--- src/sv/assert_macros.svh ---
// Assertion macros shared by the ASCII85 encoder RTL.
// No dependencies; each user module has clk and rst_n in scope.
`ifndef ASSERT_MACROS_SVH
`define ASSERT_MACROS_SVH

// Clocked property, checking disabled while reset is asserted.
`define A85_ASSERT(label, prop, msg) \
  label: assert property (@(posedge clk) disable iff (!rst_n) prop) \
    else $error(msg);

// Condition that must never be seen at a clock edge out of reset.
`define A85_NEVER(label, expr, msg) \
  label: assert property (@(posedge clk) disable iff (!rst_n) !(expr)) \
    else $error(msg);

`endif

--- src/sv/a85lw_pkg.sv ---
// Package for the line-wrapped ASCII85 encoder: constants, job type, back-end states.
// No dependencies.
`timescale 1ns / 1ps

package a85lw_pkg;

  localparam int unsigned QUEUE_DEPTH_DEF = 2;

  localparam logic [7:0] MAX_COLUMN_RESET = 8'd72;

  // floor(x / 85) == (x * RECIP_85) >> RECIP_SHIFT for any 32-bit x
  localparam logic [31:0] RECIP_85    = 32'hC0C0_C0C1;
  localparam int unsigned RECIP_SHIFT = 38;
  localparam int unsigned QUOT_W      = 64 - RECIP_SHIFT;

  localparam int unsigned NUM_DIGITS = 5;
  localparam int unsigned DIGIT_W    = 7;
  localparam logic [DIGIT_W-1:0] DIGIT_BASE = 7'd85;
  localparam logic [2:0]         TOP_DIGIT  = 3'(NUM_DIGITS - 1);
  localparam logic [2:0]         FULL_DIGITS = 3'(NUM_DIGITS);

  localparam logic KIND_DATA = 1'b0;
  localparam logic KIND_END  = 1'b1;

  localparam logic [7:0] CHAR_OFFSET = 8'd33;
  localparam logic [7:0] CHAR_Z      = 8'h7A;
  localparam logic [7:0] CHAR_NL     = 8'h0A;
  localparam logic [7:0] CHAR_TILDE  = 8'h7E;
  localparam logic [7:0] CHAR_GT     = 8'h3E;

  // One unit of work handed from the front end to the back end.
  typedef struct packed {
    logic                                is_end;   // terminator follows
    logic                                is_zero;  // all-zero full group, emit 'z'
    logic [2:0]                          ndig;     // digits to emit, MSB first
    logic [NUM_DIGITS-1:0][DIGIT_W-1:0]  digits;   // base-85 digits, [4] is MSB
  } a85_job_t;

  typedef enum logic [2:0] {
    BK_IDLE,
    BK_DIGIT,
    BK_ZCHAR,
    BK_NL,
    BK_TILDE,
    BK_GT,
    BK_TERM
  } bk_state_t;

endpackage

--- src/sv/ascii85_line_wrapped_encoder.sv ---
// Top level of the line-wrapped ASCII85 encoder: stream ports, width register.
// Depends on a85lw_pkg, a85lw_front, a85lw_queue, a85lw_back.
`timescale 1ns / 1ps

// ASCII85 encoder with line wrapping. Each input transaction carries either a
// data byte (in_tuser = 0) or an end-of-stream flush (in_tuser = 1). Bytes are
// gathered most significant first into 32-bit groups; a full group comes out
// as five base-85 digits (each plus 33), or as a single 'z' when the group is
// zero. After each group the line column is advanced and, once it reaches
// cfg max_column with bit 0 cleared, a newline follows. A flush emits the
// n+1 leading digits of a partial group of n bytes (zero padded), applies the
// same line check, then "~>" and a newline, and returns to the start state.
// out_tlast marks the final character caused by an input transaction; data
// bytes that do not close a group produce no output. Rate: the output runs at
// one character per cycle while out_tready allows, with a pass through BK_IDLE
// between jobs while the back end loads the next one from the queue. The front
// end converts a group on one shared 32x32 reciprocal multiplier (one base-85
// division per cycle) and keeps taking bytes of the next group meanwhile; it
// stalls only when a group closes or a flush arrives while the previous one is
// still converting or the job queue is full.
// max_column may only be written while the encoder is idle.
module ascii85_line_wrapped_encoder import a85lw_pkg::*; #(
  parameter int unsigned QUEUE_DEPTH = QUEUE_DEPTH_DEF
) (
  input  logic       clk,
  input  logic       rst_n,
  // Input stream
  input  logic       in_tvalid,
  output logic       in_tready,
  input  logic [7:0] in_tdata,    // [7:0] data_byte
  input  logic       in_tuser,    // [0] kind: 0 data byte, 1 end of stream
  // Output stream
  output logic       out_tvalid,
  input  logic       out_tready,
  output logic [7:0] out_tdata,   // [7:0] out_char
  output logic       out_tlast,
  // Line width register
  input  logic       cfg_wr_en,
  input  logic [7:0] cfg_wr_data
);

  logic [7:0] max_column_r, max_column_nxt;

  logic       q_push;
  logic       q_full;
  logic       q_pop;
  logic       q_empty;
  a85_job_t   push_job;
  a85_job_t   pop_job;

  // Line width register, write only.
  assign max_column_nxt = cfg_wr_en ? cfg_wr_data : max_column_r;

  always_ff @(posedge clk) begin
    if (!rst_n) begin
      max_column_r <= MAX_COLUMN_RESET;
    end else begin
      max_column_r <= max_column_nxt;
    end
  end

  // Front end: byte gathering and base-85 conversion.
  a85lw_front u_front (
    .clk      (clk),
    .rst_n    (rst_n),
    .in_valid (in_tvalid),
    .in_ready (in_tready),
    .in_kind  (in_tuser),
    .in_byte  (in_tdata),
    .q_full   (q_full),
    .push     (q_push),
    .push_job (push_job)
  );

  // Job queue decouples conversion from character output.
  a85lw_queue #(
    .DEPTH (QUEUE_DEPTH)
  ) u_queue (
    .clk       (clk),
    .rst_n     (rst_n),
    .push      (q_push),
    .push_data (push_job),
    .full      (q_full),
    .pop       (q_pop),
    .pop_data  (pop_job),
    .empty     (q_empty)
  );

  // Back end: character sequencing, line column, terminator.
  a85lw_back u_back (
    .clk        (clk),
    .rst_n      (rst_n),
    .max_column (max_column_r),
    .q_empty    (q_empty),
    .q_job      (pop_job),
    .q_pop      (q_pop),
    .out_valid  (out_tvalid),
    .out_ready  (out_tready),
    .out_char   (out_tdata),
    .out_last   (out_tlast)
  );

endmodule

--- src/sv/a85lw_queue.sv ---
// Small register FIFO of encoder jobs between front and back end.
// Depends on a85lw_pkg and assert_macros.svh.
`timescale 1ns / 1ps
`include "assert_macros.svh"

module a85lw_queue import a85lw_pkg::*; #(
  parameter int unsigned DEPTH = QUEUE_DEPTH_DEF
) (
  input  logic     clk,
  input  logic     rst_n,
  input  logic     push,
  input  a85_job_t push_data,
  output logic     full,
  input  logic     pop,
  output a85_job_t pop_data,
  output logic     empty
);

  localparam int unsigned PTR_W = $clog2(DEPTH);
  localparam int unsigned CNT_W = $clog2(DEPTH + 1);

  a85_job_t             mem_r [DEPTH];
  logic [PTR_W-1:0]     wr_ptr_r, wr_ptr_nxt;
  logic [PTR_W-1:0]     rd_ptr_r, rd_ptr_nxt;
  logic [CNT_W-1:0]     cnt_r, cnt_nxt;

  assign full     = (cnt_r == CNT_W'(DEPTH));
  assign empty    = (cnt_r == '0);
  assign pop_data = mem_r[rd_ptr_r];

  always_comb begin
    wr_ptr_nxt = wr_ptr_r;
    rd_ptr_nxt = rd_ptr_r;
    cnt_nxt    = cnt_r;
    if (push) begin
      wr_ptr_nxt = (wr_ptr_r == PTR_W'(DEPTH - 1)) ? '0 : wr_ptr_r + PTR_W'(1);
    end
    if (pop) begin
      rd_ptr_nxt = (rd_ptr_r == PTR_W'(DEPTH - 1)) ? '0 : rd_ptr_r + PTR_W'(1);
    end
    if (push && !pop) begin
      cnt_nxt = cnt_r + CNT_W'(1);
    end else if (pop && !push) begin
      cnt_nxt = cnt_r - CNT_W'(1);
    end
  end

  always_ff @(posedge clk) begin
    if (!rst_n) begin
      wr_ptr_r <= '0;
      rd_ptr_r <= '0;
      cnt_r    <= '0;
    end else begin
      wr_ptr_r <= wr_ptr_nxt;
      rd_ptr_r <= rd_ptr_nxt;
      cnt_r    <= cnt_nxt;
    end
  end

  always_ff @(posedge clk) begin
    if (push) begin
      mem_r[wr_ptr_r] <= push_data;
    end
  end

  `A85_ASSERT(a_queue_no_overflow, push |-> !full || pop, "job queue overflow")
  `A85_ASSERT(a_queue_no_underflow, pop |-> !empty, "job queue underflow")

endmodule

--- src/sv/a85lw_front.sv ---
// Front end: gathers bytes into groups and converts each group to base-85 digits.
// Depends on a85lw_pkg and assert_macros.svh.
`timescale 1ns / 1ps
`include "assert_macros.svh"

module a85lw_front import a85lw_pkg::*; (
  input  logic     clk,
  input  logic     rst_n,
  input  logic     in_valid,
  output logic     in_ready,
  input  logic     in_kind,
  input  logic [7:0] in_byte,
  input  logic     q_full,
  output logic     push,
  output a85_job_t push_job
);

  logic [23:0]              acc_r, acc_nxt;
  logic [1:0]               cnt_r, cnt_nxt;
  logic                     busy_r, busy_nxt;
  logic [1:0]               step_r, step_nxt;
  logic [QUOT_W-1:0]        q_r, q_nxt;
  logic [DIGIT_W-1:0]       low_r, low_nxt;
  logic [2:0][DIGIT_W-1:0]  dig_r, dig_nxt;
  logic                     end_r, end_nxt;
  logic                     zero_r, zero_nxt;
  logic [2:0]               ndig_r, ndig_nxt;

  logic                     accept;
  logic                     start;
  logic [31:0]              grp_val;
  logic [31:0]              mul_in;
  logic [63:0]              mul_prod;
  logic [13:0]              q85;
  logic [DIGIT_W-1:0]       dig_cur;

  // A byte that does not close a group never needs the converter.
  assign in_ready = !busy_r || (in_kind == KIND_DATA && cnt_r != 2'd3);
  assign accept   = in_valid && in_ready;
  assign start    = accept && (in_kind == KIND_END || cnt_r == 2'd3);

  always_comb begin
    if (in_kind == KIND_DATA) begin
      grp_val = {acc_r, in_byte};
    end else begin
      case (cnt_r)
        2'd1:    grp_val = {acc_r[7:0], 24'd0};
        2'd2:    grp_val = {acc_r[15:0], 16'd0};
        2'd3:    grp_val = {acc_r, 8'd0};
        default: grp_val = '0;
      endcase
    end
  end

  // One divide-by-85 per cycle; the remainder only needs its low 7 bits.
  assign mul_in   = start ? grp_val : 32'(q_r);
  assign mul_prod = 64'(mul_in) * 64'(RECIP_85);
  assign q85      = 14'(q_r[DIGIT_W-1:0]) * 14'(DIGIT_BASE);
  assign dig_cur  = low_r - q85[DIGIT_W-1:0];

  assign push = busy_r && step_r == 2'd3 && !q_full;

  always_comb begin
    push_job.is_end    = end_r;
    push_job.is_zero   = zero_r;
    push_job.ndig      = ndig_r;
    push_job.digits[4] = q_r[DIGIT_W-1:0];
    push_job.digits[3] = dig_cur;
    push_job.digits[2] = dig_r[2];
    push_job.digits[1] = dig_r[1];
    push_job.digits[0] = dig_r[0];
  end

  always_comb begin
    acc_nxt  = acc_r;
    cnt_nxt  = cnt_r;
    busy_nxt = busy_r;
    step_nxt = step_r;
    q_nxt    = q_r;
    low_nxt  = low_r;
    dig_nxt  = dig_r;
    end_nxt  = end_r;
    zero_nxt = zero_r;
    ndig_nxt = ndig_r;

    if (accept) begin
      if (in_kind == KIND_DATA) begin
        acc_nxt = {acc_r[15:0], in_byte};
        cnt_nxt = cnt_r + 2'd1;
      end else begin
        cnt_nxt = 2'd0;
      end
    end

    if (start) begin
      busy_nxt = 1'b1;
      step_nxt = 2'd0;
      q_nxt    = mul_prod[RECIP_SHIFT +: QUOT_W];
      low_nxt  = grp_val[DIGIT_W-1:0];
      end_nxt  = in_kind;
      zero_nxt = (in_kind == KIND_DATA) && (grp_val == '0);
      if (in_kind == KIND_DATA) begin
        ndig_nxt = FULL_DIGITS;
      end else begin
        ndig_nxt = (cnt_r == 2'd0) ? 3'd0 : {1'b0, cnt_r} + 3'd1;
      end
    end else if (busy_r && step_r != 2'd3) begin
      dig_nxt[step_r] = dig_cur;
      q_nxt           = mul_prod[RECIP_SHIFT +: QUOT_W];
      low_nxt         = q_r[DIGIT_W-1:0];
      step_nxt        = step_r + 2'd1;
    end else if (push) begin
      busy_nxt = 1'b0;
    end
  end

  always_ff @(posedge clk) begin
    if (!rst_n) begin
      cnt_r  <= '0;
      busy_r <= 1'b0;
      step_r <= '0;
    end else begin
      cnt_r  <= cnt_nxt;
      busy_r <= busy_nxt;
      step_r <= step_nxt;
    end
  end

  always_ff @(posedge clk) begin
    acc_r  <= acc_nxt;
    q_r    <= q_nxt;
    low_r  <= low_nxt;
    dig_r  <= dig_nxt;
    end_r  <= end_nxt;
    zero_r <= zero_nxt;
    ndig_r <= ndig_nxt;
  end

  `A85_ASSERT(a_front_push_frees, push |=> !busy_r, "converter still busy after push")
  `A85_ASSERT(a_front_steps_busy, busy_r && step_r != 2'd3 |=> busy_r && step_r != 2'd0,
    "converter dropped a group mid conversion")

endmodule

--- src/sv/a85lw_back.sv ---
// Back end: emits one character per cycle from queued jobs while the output is not stalled, tracks the line column.
// Depends on a85lw_pkg and assert_macros.svh.
`timescale 1ns / 1ps
`include "assert_macros.svh"

module a85lw_back import a85lw_pkg::*; (
  input  logic       clk,
  input  logic       rst_n,
  input  logic [7:0] max_column,
  input  logic       q_empty,
  input  a85_job_t   q_job,
  output logic       q_pop,
  output logic       out_valid,
  input  logic       out_ready,
  output logic [7:0] out_char,
  output logic       out_last
);

  bk_state_t   state_r, state_nxt;
  a85_job_t    job_r, job_nxt;
  logic [2:0]  idx_r, idx_nxt;
  logic [8:0]  col_r, col_nxt;
  logic        out_valid_r, out_valid_nxt;
  logic [7:0]  out_char_r, out_char_nxt;
  logic        out_last_r, out_last_nxt;

  logic        emit_ok;
  logic        emit;
  logic        grp_done;
  logic [7:0]  char_v;
  logic        last_v;
  logic [2:0]  glen;
  logic [8:0]  col_new;
  logic [8:0]  width;

  assign emit_ok = !out_valid_r || out_ready;
  assign width   = {1'b0, max_column[7:1], 1'b0};
  assign glen    = (state_r == BK_ZCHAR) ? 3'd1 : job_r.ndig;
  assign col_new = col_r + 9'(glen);

  always_comb begin
    state_nxt = state_r;
    job_nxt   = job_r;
    idx_nxt   = idx_r;
    col_nxt   = col_r;
    q_pop     = 1'b0;
    emit      = 1'b0;
    grp_done  = 1'b0;
    char_v    = CHAR_NL;
    last_v    = 1'b0;

    case (state_r)
      BK_IDLE: begin
        if (!q_empty) begin
          q_pop   = 1'b1;
          job_nxt = q_job;
          idx_nxt = 3'd0;
          if (q_job.is_end && q_job.ndig == 3'd0) begin
            state_nxt = BK_TILDE;
          end else if (q_job.is_zero) begin
            state_nxt = BK_ZCHAR;
          end else begin
            state_nxt = BK_DIGIT;
          end
        end
      end
      BK_DIGIT: begin
        if (emit_ok) begin
          emit    = 1'b1;
          char_v  = 8'(job_r.digits[TOP_DIGIT - idx_r]) + CHAR_OFFSET;
          idx_nxt = idx_r + 3'd1;
          if (idx_r == job_r.ndig - 3'd1) begin
            grp_done = 1'b1;
          end
        end
      end
      BK_ZCHAR: begin
        if (emit_ok) begin
          emit     = 1'b1;
          char_v   = CHAR_Z;
          grp_done = 1'b1;
        end
      end
      BK_NL: begin
        if (emit_ok) begin
          emit    = 1'b1;
          char_v  = CHAR_NL;
          col_nxt = '0;
          if (job_r.is_end) begin
            state_nxt = BK_TILDE;
          end else begin
            last_v    = 1'b1;
            state_nxt = BK_IDLE;
          end
        end
      end
      BK_TILDE: begin
        if (emit_ok) begin
          emit      = 1'b1;
          char_v    = CHAR_TILDE;
          state_nxt = BK_GT;
        end
      end
      BK_GT: begin
        if (emit_ok) begin
          emit      = 1'b1;
          char_v    = CHAR_GT;
          state_nxt = BK_TERM;
        end
      end
      BK_TERM: begin
        if (emit_ok) begin
          emit      = 1'b1;
          char_v    = CHAR_NL;
          last_v    = 1'b1;
          col_nxt   = '0;
          state_nxt = BK_IDLE;
        end
      end
      default: begin
        state_nxt = BK_IDLE;
      end
    endcase

    // Line check after a group's last character.
    if (grp_done) begin
      col_nxt = col_new;
      if (col_new >= width) begin
        state_nxt = BK_NL;
      end else if (job_r.is_end) begin
        state_nxt = BK_TILDE;
      end else begin
        last_v    = 1'b1;
        state_nxt = BK_IDLE;
      end
    end
  end

  always_comb begin
    out_valid_nxt = out_valid_r;
    out_char_nxt  = out_char_r;
    out_last_nxt  = out_last_r;
    if (emit) begin
      out_valid_nxt = 1'b1;
      out_char_nxt  = char_v;
      out_last_nxt  = last_v;
    end else if (out_ready) begin
      out_valid_nxt = 1'b0;
    end
  end

  always_ff @(posedge clk) begin
    if (!rst_n) begin
      state_r     <= BK_IDLE;
      col_r       <= '0;
      out_valid_r <= 1'b0;
    end else begin
      state_r     <= state_nxt;
      col_r       <= col_nxt;
      out_valid_r <= out_valid_nxt;
    end
  end

  always_ff @(posedge clk) begin
    job_r      <= job_nxt;
    idx_r      <= idx_nxt;
    out_char_r <= out_char_nxt;
    out_last_r <= out_last_nxt;
  end

  assign out_valid = out_valid_r;
  assign out_char  = out_char_r;
  assign out_last  = out_last_r;

  `A85_ASSERT(a_back_idle_no_char, $rose(out_valid_r) |-> $past(state_r) != BK_IDLE,
    "character emitted while back end idle")
  `A85_NEVER(a_back_char_known, out_valid_r && $isunknown({out_char_r, out_last_r}),
    "output character unknown while valid")

endmodule

--- config.mk ---
export PLATFORM = sky130hd
export DESIGN_NAME = ascii85_line_wrapped_encoder
export DESIGN_NICKNAME = d
export VERILOG_FILES = /design/src/sv/a85lw_pkg.sv /design/src/sv/ascii85_line_wrapped_encoder.sv /design/src/sv/a85lw_queue.sv /design/src/sv/a85lw_front.sv /design/src/sv/a85lw_back.sv
export VERILOG_INCLUDE_DIRS = /design/src /design/src/sv
export SDC_FILE = /design/constraint.sdc
export NUM_CORES = 1
export LEC_CHECK = 0
export BUFFER_PORTS_ARGS = -buffer_cell sky130_fd_sc_hd__buf_4
export CORE_ASPECT_RATIO = 0.5
export CORE_MARGIN = 5
export CORE_UTILIZATION = 57
export DETAILED_ROUTE_END_ITERATION = 10
export PLACE_DENSITY = 0.81
export SYNTH_ARGS = -nofsm -noshare
export SYNTH_HDL_FRONTEND = slang
export SYNTH_SLANG_ARGS = --single-unit
--- constraint.sdc ---
create_clock -name clk -period 24.5 [get_ports clk]
set_input_delay 0 -clock clk [delete_from_list [all_inputs] [get_ports clk]]
set_output_delay 0 -clock clk [all_outputs]
set_load 0.05 [all_outputs]
==> results_dict.tcl, run 1 <==
set metrics [dict create \
    reg2reg_slack_ps 14860 \
    yosys_register_bits 244 \
    cpMostUsedCell "fa_1" \
    fin_skew_ps 11.1 \
    routabilityCongestion 1.00 \
    hp-class "in2reg" \
    hpwl_microns 38500 \
    grt_start_max_net_pins 41 \
    antenna_found_initial 1 \
    tns_ps 0 \
    wl_microns 48400 \
    n_antenna_cell 0 \
    avgRoutedWirePerCell_microns 19.6 \
    worstSkewPairLatency_ps 530 \
    vias 14100 \
    crit_arrival_ps 9900 \
    drt_iter0_markers 1096 \
    crit_required_ps 24750 \
    die_w_microns 283 \
    fin_crit_sh 0.394 \
    critPathCaptureType "register" \
    cts-root-buf "clkbuf_16" \
    grt_pass1_vias 14400 \
    ctsResizeCount 0 \
    synth.avg_cell_area_sq_um 11.0 \
    post_cts.repair.setup_buffers 0 \
    core_area_sq_mm 0.0363 \
    drive_gt1_frac 0.0673 \
    cp_slowest_cell "a211oi_1" \
    finalSetupViolCount 0 \
    finalCriticalPeriod_ps 9640 \
    cts_buffers 24 \
    cts_tree "yes" \
    final_nets 2516 \
    viasPerCell 5.69 \
    row_count 49 \
    dr.pass1.iters 6 \
    worstPathMaxFanout 32 \
    rr_startpoint "u_front.cnt_r[0]" \
    seq_area_frac_synth 0.331 \
    async_reset_ff_frac 0 \
    final_cell_mix "inv_1, ha_1, edfxtp_1, fa_1, nand2_1" \
    maxSlewViolCount 0 \
    slowest_delay_ps 790 \
    track_usage 0.235 \
    rsz0062_at_grt "no" \
    syn_to_final_growth_pct 8.71 \
    path_class "reg2reg" \
    fmax_ghz 0.104 \
    r2r-end "u_front.q_r[25]" \
    yosys_most_used_dff "edfxtp_1" \
    synth_nets 2465 \
    ys_types 72 \
    h-tree-depth 1 \
    rr_worst_depth 29 \
    synth-edff-count 214 \
    die_h_microns 146 \
    grt_pass1_wl_microns 76700 \
    drc 0 \
    endpoint "u_front.q_r[25]" \
    antenna_left 0 \
    worst-path-stages 29 \
    ios 33 \
    cts.sinks 244 \
    yosysWarnings 0 \
    post-route-util 0.635 \
    timing.slew.headroom 0.183 \
    status "complete, no violations" \
    clkSlewWorstSetupHoldPaths_ps 60 \
    synthCells 1923 \
    hold_viol_final 0 \
    cts-hold-fix-buffers 32 \
    startpoint_type "register" \
    initial_core_util 0.584 \
    overflow 0 \
    worst_pin_slew_ps 1220 \
    layout_commonest_cell "inv_1" \
    startpoint "u_front.cnt_r[0]" \
    crit_buf_inv 7 \
    port_buffers 31 \
    netlist_area_sq_mm 0.0212 \
    clockBufferDepth 3 \
    maxCapViolCount 0 \
    crit_family "adder cells" \
    die_area_sq_mm 0.0414 \
]
-- worst min-delay path by stage --
stage | start | to | slack, ps | cells past startpoint
floorplan | in_tdata[0] | u_front.acc_r[0] | 100 | 0
CTS | out_tready | u_back.out_char[2] | 20 | 3
global route | out_tready | u_back.out_char[2] | 80 | 3
finish | out_tready | u_back.out_char[2] | 30 | 3
global placement | in_tdata[0] | u_front.acc_r[0] | 210 | 1
detailed placement | in_tdata[3] | u_front.acc_r[3] | 210 | 1
-- metrics by stage --
step | worst slack [ps] | hold slack [ps] | cell area, sq um | std cells
final | 14860 | 29.3 | 23100 | 2476
after global routing | 14240 | 84.2 | 23100 | 2476
after CTS | 14980 | 21.0 | 23100 | 2476
after detailed placement | 15040 | 212 | 22000 | 2400
after global placement | 15070 | 210 | 22000 | 2400
after floorplan | 16610 | 98.9 | 21200 | 1923
-- final cells by class --
class                           instances  area [sq um]
Inverter                              376          1410
Sequential cell                       244          7030
Fill cell                            2766         13200
Multi-Input combinational cell       1254         12600
Timing Repair Buffer                   74           636
Tap cell                              484           606
Clock buffer                           34           668
Clock inverter                         10           115
-- layer usage --
| layer | global-route usage | wire, microns |
|---|---|---|
| met5 | 0 | 13 |
| met4 | 0.0564 | 1130 |
| met3 | 0.0597 | 4040 |
| met2 | 0.375 | 22100 |
| met1 | 0.327 | 21100 |
-- registers in the layout, indices dropped and copies added, names as in the netlist, 2 cells and up, named ones only --
register          flops
max_column_r          7
u_back.col_r          9
u_back.idx_r          3
u_back.job_r         39
u_back.out_char       8
u_back.state_r        3
u_front.acc_r        24
u_front.cnt_r         2
u_front.low_r         7
u_front.ndig_r        3
u_front.push_job     21
u_front.q_r          26
u_front.step_r        2
u_queue.cnt_r         2
u_queue.mem_r        80
-- cell families after synthesis --
| group | synth area share |
|---|---|
| AO/OA/AOI/OAI | 0.0932 |
| XOR/XNOR | 0.0293 |
| adder cells (fa/ha/maj) | 0.368 |
| buffers and inverters | 0.0757 |
| flip-flops | 0.331 |
| multiplexers | 0.0316 |
| AND/OR/NAND/NOR | 0.0713 |
-- cells in the mapped netlist (all sizes together) (3+ instances only) --
cell     instances  area (sq um)
nor4             9          56.3
fa             172          3440
nand2b          11          68.8
a32oi            6          52.6
or4              4          30.0
nand4           11          68.8
o21a            12          90.1
and2            15          93.8
nand3b           3          22.5
a21oi           67           335
ha             348          4350
a22o             7          61.3
o211ai           5          37.5
a21boi           4          30.0
or2              5          31.3
nor3            17          85.1
o31ai            5          37.5
a221oi           5          43.8
buf              5          28.8
xor2            22           200
nor2            54           203
dfxtp           30           601
o22ai           10          62.6
inv            375          1410
a22oi           26           195
clkbuf          44           165
edfxtp         214          6430
o2bb2ai          7          61.3
nand2           98           368
a211oi           6          50.1
o21ai           63           315
and4             8          70.1
o21bai           8          60.1
a31oi           12          75.1
or3              4          25.0
mux2i           23           230
and3            13          81.3
nor2b           25           156
mux2            39           439
a21o            39           293
nand3           17          85.1
xnor2           48           420
-- worst register-to-register path, delay by kind of cell (launching register included) --
kind | cells | cell delay, ps
buf+inv | 7 | 1070
fa+ha+maj | 9 | 3960
compound gates | 7 | 2630
flops | 1 | 370
simple gates | 6 | 1340
Power of run 1 is left out: the tool's default activity adds up to more than one toggle a clock period on the data nets, which glitch-free logic cannot reach.
==> inputs of run 2 (changes only) <==
ABC_AREA = 1   (was unset)
clock period = 9.7 ns   (was 24.5 ns; I/O delays follow)
==> run 2 against run 1 <==
Compared with the run above: area after synthesis increased by 3.2%; register-to-register slack worse by 14000 ps; fmax grew 12%; clock-buffer cell count shrank 8; global-route usage is 2.4 points higher; wire length grew 13%; critical path type unchanged; die area is 3.1% higher; first-iteration DRC count is 17% higher; via count up 13%; utilization about the same; non-clock buffer count decreased by 4; sequential cell count unchanged.
==> results_dict.tcl, run 2 <==
set metrics [dict create \
    maxSlewViolCount 0 \
    hp-class "in2reg" \
    tns_ps 0 \
    worstPathMaxFanout 37 \
    startpoint_type "register" \
    final_cell_mix "inv_1, ha_1, nand2_1, edfxtp_1, fa_1" \
    finalSetupViolCount 0 \
    dpl-instance-area_sq_mm 0.0228 \
    die_w_microns 287 \
    grt_pass1_vias 16800 \
    synth_nets 2799 \
    fin_crit_sh 0.888 \
    h-tree-depth 1 \
    vias 16000 \
    die_h_microns 149 \
    ys_types 58 \
    yosys_register_bits 244 \
    avgRoutedWirePerCell_microns 19.1 \
    cpMostUsedCell "inv_1" \
    synth.avg_cell_area_sq_um 9.70 \
    yosys_most_used_dff "edfxtp_1" \
    path_class "reg2reg" \
    timing.slew.headroom 0.205 \
    worst_pin_slew_ps 1190 \
    fmax_ghz 0.116 \
    crit_arrival_ps 8880 \
    maxCapViolCount 0 \
    fin_skew_ps 16.4 \
    synthCells 2257 \
    seq_area_frac_synth 0.321 \
    synth.top_cell.area_share 0.294 \
    crit_required_ps 9970 \
    antenna_left 0 \
    wl_microns 54800 \
    ios 33 \
    crit_family "adder cells" \
    die_area_sq_mm 0.0427 \
    cp_slowest_cell "inv_2" \
    crit_buf_inv 9 \
    hpwl_microns 44100 \
    regMostFlops "u_queue.mem_r" \
    port_buffers 31 \
    endpoint "u_front.q_r[6]" \
    status "complete, no violations" \
    initial_core_util 0.581 \
    drc 0 \
    grt_start_max_net_pins 44 \
    antenna_found_initial 2 \
    top_regs "u_queue.mem_r (80), u_back.job_r (39), u_front.q_r (26)" \
    synth_area_leaders "edfxtp_1, ha_1, fa_1" \
    reg2reg_slack_ps 1090 \
    post-route-util 0.636 \
    viasPerCell 5.56 \
    clockBufferDepth 3 \
    yosysWarnings 0 \
    n_antenna_cell 0 \
    drive_gt1_frac 0.0677 \
    synth.most_common_cell "inv_1" \
    netlist_area_sq_mm 0.0219 \
    cts.sinks 244 \
    layout_commonest_cell "inv_1" \
    synth-edff-count 214 \
    track_usage 0.260 \
    post-route-cell-area_sq_mm 0.0239 \
    finalCriticalPeriod_ps 8610 \
    rr_worst_depth 31 \
    cts_tree "yes" \
    holdWs_ps 209 \
    overflow 0 \
    syn_to_final_growth_pct 9.34 \
    cts-root-buf "clkbuf_16" \
    largest_register_ffs 80 \
    synth_top_cell_by_area "edfxtp_1" \
    cts_buffers 24 \
    clkSlewWorstSetupHoldPaths_ps 70 \
    routabilityCongestion 1.03 \
    grt_pass1_wl_microns 86900 \
    dr.pass1.iters 6 \
    synth_common_cells "inv_1, ha_1, nand2_1" \
    final_nets 2874 \
    rsz0062_at_grt "no" \
    startpoint "u_front.cnt_r[1]" \
    slowest_delay_ps 610 \
    row_count 50 \
    async_reset_ff_frac 0 \
    worstSkewPairLatency_ps 540 \
    hold_viol_final 0 \
    worst-path-stages 31 \
    critPathCaptureType "register" \
    core_area_sq_mm 0.0377 \
    rr_startpoint "u_front.cnt_r[1]" \
    r2r-end "u_front.q_r[6]" \
    drt_iter0_markers 1285 \
    holdPathStages 2 \
]
[run 2: metal layers]
layer	GRT usage	share of wire	vias up
met4	0.0966	0.043	2
met5	0	0.00024	-
met3	0.0726	0.088	154
met1	0.327	0.41	7667
li1	-	-	7551
met2	0.433	0.46	592
[run 2: area by class of cell]
type	count	area, sq um
fill	2885	13700
tap	520	651
clock buffer	26	608
sequential	244	7030
multi-input combinational	1478	12900
inverter	514	1930
timing repair buffer	70	606
clock inverter	18	258
[run 2: worst min-delay path by stage]
| stage | startpoint | endpoint | slack [ps] |
|---|---|---|---|
| 3_5_place_dp | in_tdata[2] | u_front.acc_r[2] | 190 |
| 5_1_grt | in_tdata[4] | u_front.acc_r[4] | 210 |
| 6_report | in_tdata[0] | u_front.acc_r[0] | 210 |
| 3_3_place_gp | in_tdata[4] | u_front.acc_r[4] | 190 |
| 2_1_floorplan | in_tdata[0] | u_front.acc_r[0] | 100 |
| 4_1_cts | in_tdata[2] | u_front.acc_r[2] | 190 |
[run 2: kinds of logic after synthesis]
family | synth area share
XOR/XNOR | 0.0207
AND/OR/NAND/NOR | 0.108
multiplexers | 0.0200
AO/OA/AOI/OAI | 0.0810
flip-flops | 0.321
adder cells (fa/ha/maj) | 0.356
buffers and inverters | 0.0932
[run 2: what timing repair did]
item / CTS / global route
hold buffers: 32 / 0
endpoints found under the hold margin: 27 / 0
resized for setup: 0 / 0
buffers inserted: 0 / 0
[run 2: worst register-to-register path, delay by kind of cell, from the launching register on]
family / cells / cell delay [ps]
adder cells (fa/ha/maj): 9 / 3950
AO/OA/AOI/OAI: 1 / 300
flip-flops: 1 / 430
XOR/XNOR: 1 / 430
AND/OR/NAND/NOR: 11 / 1890
buffers and inverters: 9 / 1370
[run 2: per-stage QoR]
step | setup WS [ps] | instances
global placement | 1400 | 2794
CTS | 1210 | 2870
global route | 495 | 2870
floorplan | 1750 | 2257
finish | 1090 | 2870
detailed placement | 1270 | 2794
Power of run 2 is left out for the same reason.
==> inputs of run 3 (changes only) <==
RECOVER_POWER = 25   (was unset)
==> run 3 against run 2 <==
Compared with the run above: the flow now finishes with violations (max-capacitance violations, max-slew violations); via count hardly changed; sequential cell count unchanged; highest routed layer unchanged; clock skew increased by 0.81 ps; die area is the same.
==> results_dict.tcl, run 3 (synthesized netlist as in run 2, its figures left out) <==
set metrics [dict create \
    status "finished, violations left" \
    violations "max-capacitance violations, max-slew violations" \
    drive_gt1_frac 0.0600 \
    crit_required_ps 9960 \
    fmax_ghz 0.116 \
    post-route-util 0.634 \
    regMostFlops "u_queue.mem_r" \
    finalSetupViolCount 0 \
    cpMostUsedCell "inv_1" \
    path_class "reg2reg" \
    fin_crit_sh 0.893 \
    reg2reg_slack_ps 1040 \
    slowest_delay_ps 610 \
    row_count 50 \
    grt_pass1_wl_microns 86900 \
    die_area_sq_mm 0.0427 \
    largest_register_ffs 80 \
    grt_pass1_vias 16800 \
    drc 0 \
    timing.slew.headroom -0.196 \
    rsz0062_at_grt "no" \
    cts_tree "yes" \
    worstSkewPairLatency_ps 540 \
    maxCapViolCount 1 \
    holdWs_ps 227 \
    layout_commonest_cell "inv_1" \
    critPathCaptureType "register" \
    crit_arrival_ps 8920 \
    die_h_microns 149 \
    top_regs "u_queue.mem_r (80), u_back.job_r (39), u_front.q_r (26)" \
    h-tree-depth 1 \
    clockBufferDepth 3 \
    port_buffers 31 \
    post-route-cell-area_sq_mm 0.0239 \
    worst_pin_slew_ps 1790 \
    maxSlewViolCount 42 \
    antenna_found_initial 2 \
    viasPerCell 5.56 \
    syn_to_final_growth_pct 9.05 \
    n_antenna_cell 0 \
    cp_slowest_cell "inv_2" \
    cts_buffers 24 \
    hold_viol_final 0 \
    tns_ps 0 \
    fin_skew_ps 17.2 \
    drt_iter0_markers 1284 \
    overflow 0 \
    worstPathMaxFanout 37 \
    core_area_sq_mm 0.0377 \
    final_cell_mix "inv_1, ha_1, nand2_1, edfxtp_1, fa_1" \
    startpoint_type "register" \
    grt_start_max_net_pins 44 \
    antenna_left 0 \
    dr.pass1.iters 6 \
    wl_microns 54900 \
    hp-class "in2reg" \
    initial_core_util 0.581 \
    track_usage 0.260 \
    avgRoutedWirePerCell_microns 19.1 \
    clkSlewWorstSetupHoldPaths_ps 70 \
    finalCriticalPeriod_ps 8660 \
    ios 33 \
    final_nets 2874 \
    cts.sinks 244 \
    dpl-instance-area_sq_mm 0.0228 \
    ctsResizeCount 0 \
    routabilityCongestion 1.03 \
    cts-root-buf "clkbuf_16" \
    die_w_microns 287 \
    hpwl_microns 44100 \
    vias 16000 \
]
[run 3: critical path, delay by kind of cell (launching register included)]
kind	cells	cell delay (ps)
fa+ha+maj	9	3960
simple gates	11	1880
buf+inv	9	1330
xor+xnor	1	480
flops	1	430
compound gates	1	300
[run 3: area by class of cell]
class | instances | area, sq um
fillers | 2909 | 13800
multi-input cells | 1478 | 12900
flip-flops and latches | 244 | 7030
inverters | 514 | 1930
well taps | 520 | 651
clock buffers | 26 | 608
repair buffers | 70 | 542
clock inverters | 18 | 258
[run 3: per-layer routing]
| layer | GRT usage | routed length, microns |
|---|---|---|
| met5 | 0 | 13 |
| met4 | 0.0966 | 2240 |
| met3 | 0.0726 | 5230 |
| met2 | 0.433 | 25200 |
| met1 | 0.327 | 22200 |
[run 3: worst paths after layout]
path,startpoint,endpoint,depth (start not counted)
worst max-delay path,u_front.cnt_r[1],u_front.q_r[6],31
worst min-delay path,in_tdata[0],u_front.acc_r[0],2
worst max register to register,u_front.cnt_r[1],u_front.q_r[6],31
worst min register to register,u_front.end_r,u_queue.mem_r[1][39],0
[run 3: timing repair]
| item | CTS | global route |
|---|---|---|
| endpoints found under the setup margin | 0 | 0 |
| hold buffers | 32 | 0 |
| buffers inserted | 0 | 0 |
| hold endpoints to repair | 27 | 0 |
[run 3: through the flow]
stage               instances  setup WS [ps]
global placement         2794           1400
global route             2870            491
floorplan                2257           1750
finish                   2870           1040
CTS                      2870           1210
detailed placement       2794           1270
Power of run 3 is left out for the same reason.
